--- config.mk ---
export PLATFORM = sky130hd
export DESIGN_NAME = deadline_priority_queue_with_log
export DESIGN_NICKNAME = d
export VERILOG_FILES = /design/src/rtl/core/dpq_pkg.sv /design/src/rtl/core/dpq_ram.sv /design/src/rtl/core/dpq_ctrl.sv /design/src/rtl/core/deadline_priority_queue_with_log.sv
export SDC_FILE = /design/constraint.sdc
export NUM_CORES = 2
export LEC_CHECK = 0
export BUFFER_PORTS_ARGS = -buffer_cell sky130_fd_sc_hd__buf_4
export CELL_PAD_IN_SITES_DETAIL_PLACEMENT = 1
export CELL_PAD_IN_SITES_GLOBAL_PLACEMENT = 2
export CORE_ASPECT_RATIO = 0.5
export CORE_MARGIN = 8
export CORE_UTILIZATION = 48
export DETAILED_ROUTE_END_ITERATION = 6
export HOLD_SLACK_MARGIN = 0.15
export PLACE_DENSITY_LB_ADDON = 0.1
export SYNTH_ARGS = -nofsm -noshare
export SYNTH_HDL_FRONTEND = slang
export SYNTH_HIERARCHICAL = 1
export SYNTH_SLANG_ARGS = --single-unit
--- constraint.sdc ---
create_clock -name clk -period 5.75 [get_ports clk]
set_input_delay 0.8625 -clock clk [delete_from_list [all_inputs] [get_ports clk]]
set_output_delay 0.8625 -clock clk [all_outputs]
set_load 0.005 [all_outputs]
--- src/rtl/core/dpq_pkg.sv ---
`default_nettype none

package dpq_pkg;

    localparam int PEND_DEPTH = 32;
    localparam int HIST_DEPTH = 32;

    localparam int PEND_AW = $clog2(PEND_DEPTH);
    localparam int HIST_AW = $clog2(HIST_DEPTH);
    localparam int PEND_CW = $clog2(PEND_DEPTH + 1);
    localparam int HIST_CW = $clog2(HIST_DEPTH + 1);
    localparam int LEVEL_W = 6;

    localparam logic [1:0] OP_INSERT = 2'd0;
    localparam logic [1:0] OP_FINISH = 2'd1;
    localparam logic [1:0] OP_POP    = 2'd2;

    localparam logic [2:0] ST_OK         = 3'd0;
    localparam logic [2:0] ST_PEND_FULL  = 3'd1;
    localparam logic [2:0] ST_PEND_EMPTY = 3'd2;
    localparam logic [2:0] ST_LOG_FULL   = 3'd3;
    localparam logic [2:0] ST_LOG_EMPTY  = 3'd4;

    localparam logic [2:0] DIFF_MIN = 3'd1;
    localparam logic [2:0] DIFF_MAX = 3'd5;

    typedef struct packed {
        logic [1:0]         operation;
        logic [15:0]        task_number;
        logic signed [15:0] days_left;
        logic [2:0]         task_difficulty;
    } item_t;

    typedef struct packed {
        logic [2:0]         status;
        logic [15:0]        out_number;
        logic signed [15:0] out_days;
        logic [2:0]         out_difficulty;
        logic [LEVEL_W-1:0] pending_level;
        logic [LEVEL_W-1:0] history_level;
    } result_t;

    typedef struct packed {
        logic [15:0]        number;
        logic signed [15:0] days;
        logic [2:0]         difficulty;
    } task_t;

    typedef struct packed {
        logic               we;
        logic [PEND_AW-1:0] waddr;
        task_t              wdata;
        logic               re;
        logic [PEND_AW-1:0] raddr;
    } pend_port_t;

    typedef struct packed {
        logic               we;
        logic [HIST_AW-1:0] waddr;
        task_t              wdata;
        logic               re;
        logic [HIST_AW-1:0] raddr;
    } hist_port_t;

    // strict: exact key ties keep the older entry ahead
    function automatic logic more_urgent(input task_t a, input task_t b);
        logic r;
        if (a.days != b.days)
            r = (a.days < b.days);
        else
            r = (a.difficulty > b.difficulty);
        return r;
    endfunction

    function automatic logic [2:0] clamp_diff(input logic [2:0] d);
        logic [2:0] r;
        if (d < DIFF_MIN)
            r = DIFF_MIN;
        else if (d > DIFF_MAX)
            r = DIFF_MAX;
        else
            r = d;
        return r;
    endfunction

endpackage

`default_nettype wire

--- src/rtl/core/dpq_ram.sv ---
`default_nettype none

module dpq_ram #(
    parameter int WIDTH = 35,
    parameter int DEPTH = 32,
    parameter int AW    = $clog2(DEPTH)
) (
    input  wire logic             clk,
    input  wire logic             we,
    input  wire logic [AW-1:0]    waddr,
    input  wire logic [WIDTH-1:0] wdata,
    input  wire logic             re,
    input  wire logic [AW-1:0]    raddr,
    output logic      [WIDTH-1:0] rdata
);

    logic [WIDTH-1:0] mem [DEPTH];

    always_ff @(posedge clk)
    begin
        if (we)
            mem[waddr] <= wdata;
    end

    always_ff @(posedge clk)
    begin
        if (re)
            rdata <= mem[raddr];
    end

endmodule

`default_nettype wire

--- src/rtl/core/dpq_ctrl.sv ---
`default_nettype none

module dpq_ctrl (
    input  wire logic                clk,
    input  wire logic                rst_n,
    input  wire logic                item_valid,
    output logic                     item_stall,
    input  wire dpq_pkg::item_t      item,
    output logic                     res_valid,
    input  wire logic                res_ready,
    output dpq_pkg::result_t         res,
    output dpq_pkg::pend_port_t      pend,
    input  wire dpq_pkg::task_t      pend_rdata,
    output dpq_pkg::hist_port_t      hist,
    input  wire dpq_pkg::task_t      hist_rdata
);

    import dpq_pkg::*;

    localparam logic [2:0] S_IDLE     = 3'd0;
    localparam logic [2:0] S_DISP     = 3'd1;
    localparam logic [2:0] S_INS_CMP  = 3'd2;
    localparam logic [2:0] S_INS_LAST = 3'd3;
    localparam logic [2:0] S_FIN      = 3'd4;
    localparam logic [2:0] S_POP      = 3'd5;
    localparam logic [2:0] S_RESP     = 3'd6;

    logic [2:0]         state_reg, state_next;
    logic [PEND_AW-1:0] p_head_reg, p_head_next;
    logic [PEND_CW-1:0] p_cnt_reg, p_cnt_next;
    logic [HIST_AW-1:0] h_head_reg, h_head_next;
    logic [HIST_CW-1:0] h_cnt_reg, h_cnt_next;

    logic [1:0]         op_reg, op_next;
    task_t              new_reg, new_next;
    logic [PEND_AW-1:0] addr_reg, addr_next;
    logic [PEND_AW-1:0] idx_reg, idx_next;
    logic [2:0]         rstat_reg, rstat_next;
    task_t              rtask_reg, rtask_next;

    logic [PEND_AW:0]   p_sum;
    logic [PEND_AW-1:0] p_tail;
    logic [HIST_AW:0]   h_sum;
    logic [HIST_AW-1:0] h_tail;

    function automatic logic [PEND_AW-1:0] pend_inc(input logic [PEND_AW-1:0] a);
        return (a == PEND_AW'(PEND_DEPTH - 1)) ? '0 : a + 1'b1;
    endfunction

    function automatic logic [PEND_AW-1:0] pend_dec(input logic [PEND_AW-1:0] a);
        return (a == '0) ? PEND_AW'(PEND_DEPTH - 1) : a - 1'b1;
    endfunction

    function automatic logic [HIST_AW-1:0] hist_inc(input logic [HIST_AW-1:0] a);
        return (a == HIST_AW'(HIST_DEPTH - 1)) ? '0 : a + 1'b1;
    endfunction

    // physical slot of the last pending entry and of the next free log slot
    always_comb
    begin
        p_sum = (PEND_AW + 1)'(p_head_reg) + (PEND_AW + 1)'(p_cnt_reg - 1'b1);
        if (p_sum >= (PEND_AW + 1)'(PEND_DEPTH))
            p_sum = p_sum - (PEND_AW + 1)'(PEND_DEPTH);
        p_tail = p_sum[PEND_AW-1:0];

        h_sum = (HIST_AW + 1)'(h_head_reg) + (HIST_AW + 1)'(h_cnt_reg);
        if (h_sum >= (HIST_AW + 1)'(HIST_DEPTH))
            h_sum = h_sum - (HIST_AW + 1)'(HIST_DEPTH);
        h_tail = h_sum[HIST_AW-1:0];
    end

    always_comb
    begin
        state_next  = state_reg;
        p_head_next = p_head_reg;
        p_cnt_next  = p_cnt_reg;
        h_head_next = h_head_reg;
        h_cnt_next  = h_cnt_reg;
        op_next     = op_reg;
        new_next    = new_reg;
        addr_next   = addr_reg;
        idx_next    = idx_reg;
        rstat_next  = rstat_reg;
        rtask_next  = rtask_reg;

        pend       = '0;
        hist       = '0;
        item_stall = (state_reg != S_IDLE);
        res_valid  = 1'b0;

        case (state_reg)
            S_IDLE:
            begin
                if (item_valid)
                begin
                    op_next             = item.operation;
                    new_next.number     = item.task_number;
                    new_next.days       = item.days_left;
                    new_next.difficulty = clamp_diff(item.task_difficulty);
                    state_next          = S_DISP;
                end
            end

            S_DISP:
            begin
                rstat_next = ST_OK;
                rtask_next = '0;
                case (op_reg)
                    OP_INSERT:
                    begin
                        if (p_cnt_reg == PEND_CW'(PEND_DEPTH))
                        begin
                            rstat_next = ST_PEND_FULL;
                            state_next = S_RESP;
                        end
                        else if (p_cnt_reg == '0)
                        begin
                            pend.we    = 1'b1;
                            pend.waddr = p_head_reg;
                            pend.wdata = new_reg;
                            p_cnt_next = p_cnt_reg + 1'b1;
                            state_next = S_RESP;
                        end
                        else
                        begin
                            pend.re    = 1'b1;
                            pend.raddr = p_tail;
                            addr_next  = p_tail;
                            idx_next   = PEND_AW'(p_cnt_reg - 1'b1);
                            state_next = S_INS_CMP;
                        end
                    end
                    OP_FINISH:
                    begin
                        if (p_cnt_reg == '0)
                        begin
                            rstat_next = ST_PEND_EMPTY;
                            state_next = S_RESP;
                        end
                        else
                        begin
                            pend.re    = 1'b1;
                            pend.raddr = p_head_reg;
                            state_next = S_FIN;
                        end
                    end
                    OP_POP:
                    begin
                        if (h_cnt_reg == '0)
                        begin
                            rstat_next = ST_LOG_EMPTY;
                            state_next = S_RESP;
                        end
                        else
                        begin
                            hist.re    = 1'b1;
                            hist.raddr = h_head_reg;
                            state_next = S_POP;
                        end
                    end
                    default:
                    begin
                        state_next = S_RESP;
                    end
                endcase
            end

            // walk from the tail toward the head, moving each less urgent entry up one slot
            S_INS_CMP:
            begin
                pend.we    = 1'b1;
                pend.waddr = pend_inc(addr_reg);
                if (more_urgent(new_reg, pend_rdata))
                begin
                    pend.wdata = pend_rdata;
                    if (idx_reg == '0)
                    begin
                        state_next = S_INS_LAST;
                    end
                    else
                    begin
                        pend.re    = 1'b1;
                        pend.raddr = pend_dec(addr_reg);
                        addr_next  = pend_dec(addr_reg);
                        idx_next   = idx_reg - 1'b1;
                    end
                end
                else
                begin
                    pend.wdata = new_reg;
                    p_cnt_next = p_cnt_reg + 1'b1;
                    state_next = S_RESP;
                end
            end

            S_INS_LAST:
            begin
                pend.we    = 1'b1;
                pend.waddr = addr_reg;
                pend.wdata = new_reg;
                p_cnt_next = p_cnt_reg + 1'b1;
                state_next = S_RESP;
            end

            S_FIN:
            begin
                rtask_next  = pend_rdata;
                p_head_next = pend_inc(p_head_reg);
                p_cnt_next  = p_cnt_reg - 1'b1;
                if (h_cnt_reg == HIST_CW'(HIST_DEPTH))
                begin
                    rstat_next = ST_LOG_FULL;
                end
                else
                begin
                    hist.we    = 1'b1;
                    hist.waddr = h_tail;
                    hist.wdata = pend_rdata;
                    h_cnt_next = h_cnt_reg + 1'b1;
                end
                state_next = S_RESP;
            end

            S_POP:
            begin
                rtask_next  = hist_rdata;
                h_head_next = hist_inc(h_head_reg);
                h_cnt_next  = h_cnt_reg - 1'b1;
                state_next  = S_RESP;
            end

            S_RESP:
            begin
                res_valid = 1'b1;
                if (res_ready)
                    state_next = S_IDLE;
            end

            default:
            begin
                state_next = S_IDLE;
            end
        endcase
    end

    always_comb
    begin
        res.status         = rstat_reg;
        res.out_number     = rtask_reg.number;
        res.out_days       = rtask_reg.days;
        res.out_difficulty = rtask_reg.difficulty;
        res.pending_level  = LEVEL_W'(p_cnt_reg);
        res.history_level  = LEVEL_W'(h_cnt_reg);
    end

    always_ff @(posedge clk or negedge rst_n)
    begin
        if (!rst_n)
        begin
            state_reg  <= S_IDLE;
            p_head_reg <= '0;
            p_cnt_reg  <= '0;
            h_head_reg <= '0;
            h_cnt_reg  <= '0;
        end
        else
        begin
            state_reg  <= state_next;
            p_head_reg <= p_head_next;
            p_cnt_reg  <= p_cnt_next;
            h_head_reg <= h_head_next;
            h_cnt_reg  <= h_cnt_next;
        end
    end

    always_ff @(posedge clk)
    begin
        op_reg    <= op_next;
        new_reg   <= new_next;
        addr_reg  <= addr_next;
        idx_reg   <= idx_next;
        rstat_reg <= rstat_next;
        rtask_reg <= rtask_next;
    end

endmodule

`default_nettype wire

--- src/rtl/core/deadline_priority_queue_with_log.sv ---
// Sequence: a rejected or ignored operation, or an insert into an empty store, goes from
// dispatch straight to the result; finish and pop read their store first; any other insert
// walks from the tail toward the head, moving each entry it passes up one slot.
// Flow: one operation at a time; the next transaction is taken the cycle after the
// controller hands its result to the output register.
// Reset (rst_n, async low) clears counts, pointers and control; the task memories
// are not cleared and no clearing pass is needed.
`default_nettype none

module deadline_priority_queue_with_log (
    input  wire logic             clk,
    input  wire logic             rst_n,
    input  wire logic             item_valid,
    output logic                  item_stall,
    input  wire dpq_pkg::item_t   item,
    output logic                  result_valid,
    input  wire logic             result_stall,
    output dpq_pkg::result_t      result
);

    import dpq_pkg::*;

    logic       res_valid;
    logic       res_ready;
    result_t    res;
    pend_port_t pend;
    hist_port_t hist;
    task_t      pend_rdata;
    task_t      hist_rdata;

    logic    out_valid_reg, out_valid_next;
    result_t out_reg, out_next;

    dpq_ctrl u_ctrl (
        .clk        (clk),
        .rst_n      (rst_n),
        .item_valid (item_valid),
        .item_stall (item_stall),
        .item       (item),
        .res_valid  (res_valid),
        .res_ready  (res_ready),
        .res        (res),
        .pend       (pend),
        .pend_rdata (pend_rdata),
        .hist       (hist),
        .hist_rdata (hist_rdata)
    );

    dpq_ram #(
        .WIDTH ($bits(task_t)),
        .DEPTH (PEND_DEPTH)
    ) u_pend_ram (
        .clk   (clk),
        .we    (pend.we),
        .waddr (pend.waddr),
        .wdata (pend.wdata),
        .re    (pend.re),
        .raddr (pend.raddr),
        .rdata (pend_rdata)
    );

    dpq_ram #(
        .WIDTH ($bits(task_t)),
        .DEPTH (HIST_DEPTH)
    ) u_hist_ram (
        .clk   (clk),
        .we    (hist.we),
        .waddr (hist.waddr),
        .wdata (hist.wdata),
        .re    (hist.re),
        .raddr (hist.raddr),
        .rdata (hist_rdata)
    );

    // output register: free when empty or being taken this cycle
    assign res_ready = !out_valid_reg || !result_stall;

    always_comb
    begin
        out_valid_next = out_valid_reg;
        out_next       = out_reg;
        if (res_valid && res_ready)
        begin
            out_valid_next = 1'b1;
            out_next       = res;
        end
        else if (!result_stall)
        begin
            out_valid_next = 1'b0;
        end
    end

    always_ff @(posedge clk or negedge rst_n)
    begin
        if (!rst_n)
            out_valid_reg <= 1'b0;
        else
            out_valid_reg <= out_valid_next;
    end

    always_ff @(posedge clk)
    begin
        out_reg <= out_next;
    end

    assign result_valid = out_valid_reg;
    assign result       = out_reg;

endmodule

`default_nettype wire

==> results.sh <==
export IMPL_ys_warn_count=6
export IMPL_synth_top_area_share_pct=75.0
export IMPL_crit_path_end_kind="flop"
export IMPL_drt_iter0_markers=5094
export IMPL_synth_seq_cells=2471
export IMPL_syn_avg_cell_area_um2=17.4
export IMPL_clk_latency_ps=860
export IMPL_status="completed"
export IMPL_routed_via_density=6.08
export IMPL_yosys_top_cells_area="edfxtp_1 (75%), mux2i_1 (11%), a22o_1 (1.7%)"
export IMPL_worst_pin_slew_ps=1380
export IMPL_cts_root_buf="clkbuf_16"
export IMPL_syn_area_um2=97900
export IMPL_drive_above_1_share_pct=12.5
export IMPL_fillers=18200
export IMPL_coreArea_um2=203000
export IMPL_cp_required_ps=6280
export IMPL_die_h_um=335
export IMPL_antenna_found_initial=10
export IMPL_cts_buffer_depth=4
export IMPL_initial_utilization_pct=48.2
export IMPL_multi_input_area_um2=22100
export IMPL_power_density_nw_per_um2=425
export IMPL_critical_path_arrival_ps=6050
export IMPL_grtUsageTotal_pct=25.0
export IMPL_synthesis_nets=5708
export IMPL_fin_crit_sh_pct=96.0
export IMPL_start_kind="flop"
export IMPL_slew_violations=0
export IMPL_place_port_buffers=92
export IMPL_dieArea_um2=220000
export IMPL_synth_largest_area_cell="edfxtp_1"
export IMPL_grt_start_max_net_pins=85
export IMPL_num_vias=53400
export IMPL_synth_distinct_cells=74
export IMPL_cts_buffers=221
export IMPL_clkSinkCount=2471
export IMPL_critPathKind="flop to flop"
export IMPL_dieWidth_um=655
export IMPL_gp_congestion=0.801
export IMPL_hp_class="input pin to flop"
export IMPL_synth_most_common_cell="edfxtp_1"
export IMPL_post_route_min_period_ps=5520
export IMPL_synth_async_sr_flop_share_pct=1.05
export IMPL_wl_mm=282
export IMPL_syn_to_final_growth_pct=12.4
export IMPL_cap_violations=0
export IMPL_cts_tree="done"
export IMPL_leakage_nw=34.0
export IMPL_synth_edff_count=2445
export IMPL_max_vdd_ir_drop_mv=0.251
export IMPL_synth_seq_area_share_pct=75.6
export IMPL_htreeDepth=4
export IMPL_drc=0
export IMPL_clkTransAtPathRegs_ps=70
export IMPL_rsz0062_at_grt="no"
export IMPL_fin_skew_ps=31.6
export IMPL_grt_pass1_wl_mm=396
export IMPL_slew_headroom_pct=8.30
export IMPL_rows=117
export IMPL_whs_ps=206
export IMPL_grt_pass1_vias=54500
export IMPL_io_pins=93
export IMPL_path_max_fanout=30
export IMPL_wl_per_cell_um=32.1
export IMPL_synthCells=5618
export IMPL_regArea_um2=74100
export IMPL_num_nets_final=5954
export IMPL_drtPass1Iterations=5
export IMPL_ant_nets=0
export IMPL_synth_common_cells="edfxtp_1 (2445), mux2i_1 (1121), nand2_1 (271)"
export IMPL_max_freq_mhz=181
export IMPL_dp_hpwl_mm=157
export IMPL_ys_flop_type="edfxtp_1"
export IMPL_grt_remaining_overflow=0
export IMPL_setup_viol_count_final=0
export IMPL_hold_viol=0
export IMPL_fin_tns_setup_ps=0
==> critical path: stages (launching register included) <==
cell and delay [ps]:
edfxtp_1 510, inv_1 220, ha_1 460, nand4_1 300, nor4_2 450, o2111ai_1 180, o21ai_1 230, a21oi_2 110
or3_1 570, o22ai_4 200, buf_12 290, buf_12 260, buf_4 340, mux2i_1 340, a22o_1 170, nor3_1 50
a31oi_1 180, nand3_2 250
==> cell families after synthesis <==
| logic type | after synthesis | synth area share, % |
|---|---|---|
| AND/OR/NAND/NOR | 795 | 3.86 |
| flip-flops | 2471 | 75.6 |
| multiplexers | 1123 | 11.5 |
| XOR/XNOR | 22 | 0.197 |
| AO/OA/AOI/OAI | 799 | 5.63 |
| adder cells (fa/ha/maj) | 49 | 0.649 |
| buffers and inverters | 359 | 2.54 |
==> where the power goes <==
| group | internal [mW] | switching [mW] | total (mW) |
|---|---|---|---|
| Sequential | 22.9 | 0.668 | 23.6 |
| Combinational | 2.67 | 6.32 | 8.98 |
| Clock | 7.79 | 6.49 | 14.3 |
==> placed cells by master (no fill, tap or decap), types with 10 or more instances in the layout <==
| master | count |
|---|---|
| a21oi_1 | 236 |
| a22o_1 | 190 |
| a22oi_1 | 215 |
| a31oi_1 | 74 |
| and2_1 | 25 |
| buf_12 | 79 |
| buf_4 | 232 |
| bufinv_16 | 15 |
| clkbuf_1 | 47 |
| clkbuf_16 | 223 |
| clkinv_1 | 54 |
| clkinv_2 | 40 |
| dfrtp_1 | 26 |
| dlygate4sd3_1 | 28 |
| edfxtp_1 | 2445 |
| ha_1 | 46 |
| inv_1 | 40 |
| mux2i_1 | 1121 |
| nand2_1 | 268 |
| nand3_1 | 221 |
| nand3b_1 | 10 |
| nor2_1 | 37 |
| nor2_4 | 80 |
| nor3_1 | 64 |
| nor3_2 | 21 |
| o21ai_0 | 37 |
| xnor2_1 | 17 |
==> layer usage <==
layer	up-vias	GRT usage (%)	wire length, um
met4	6	5.60	6070
met3	368	4.93	20100
met1	28600	35.9	125000
li1	22700	-	-
met2	1746	39.9	131000
met5	-	0	46
==> layout make-up <==
| cell class | count | area share (%) |
|---|---|---|
| antenna | 5 | 0.0114 |
| clock buffer | 273 | 5.27 |
| clock inverter | 116 | 0.837 |
| inverter | 41 | 0.140 |
| multi-input combinational | 2788 | 20.1 |
| sequential | 2471 | 67.3 |
| tap | 2737 | 3.11 |
| timing repair buffer | 341 | 3.31 |
==> timing repair <==
| item | 4_1_cts | 5_1_grt |
|---|---|---|
| setup buffers | 0 | 4 |
| endpoints found under the setup margin | 0 | 15 |
| resized for setup | 0 | 3 |
| hold endpoints to repair | 53 | 0 |
| hold buffers | 28 | 0 |
==> per-stage QoR <==
stage | worst slack, ps | std cells | area, um2 | utilization (%) | total power, mW
floorplan | 1350 | 5618 | 97900 | - | 28.9
global placement | 236 | 8344 | 103000 | 50.7 | 32.5
detailed placement | 102 | 8344 | 103000 | 50.7 | 32.8
CTS | 94.1 | 8761 | 110000 | 54.2 | 47.1
global route | 109 | 8768 | 110000 | 54.2 | 48.5
finish | 232 | 8772 | 110000 | 54.2 | 46.8
==> final timing paths <==
path	endpoint	start	slack (ps)	cells after the start
max	u_pend_ram/rdata[14]	u_pend_ram/rdata[18]	230	17
min	u_ctrl/new_reg[11]	item[11]	210	1
max reg2reg	u_pend_ram/rdata[14]	u_pend_ram/rdata[18]	230	17
min reg2reg	result[48]	u_ctrl/rstat_reg[1]	420	0
max in group asynchronous	u_ctrl/p_head_reg[0]	rst_n	4980	2
min in group asynchronous	result_valid	rst_n	480	2
(Power assumes the default switching activity.)
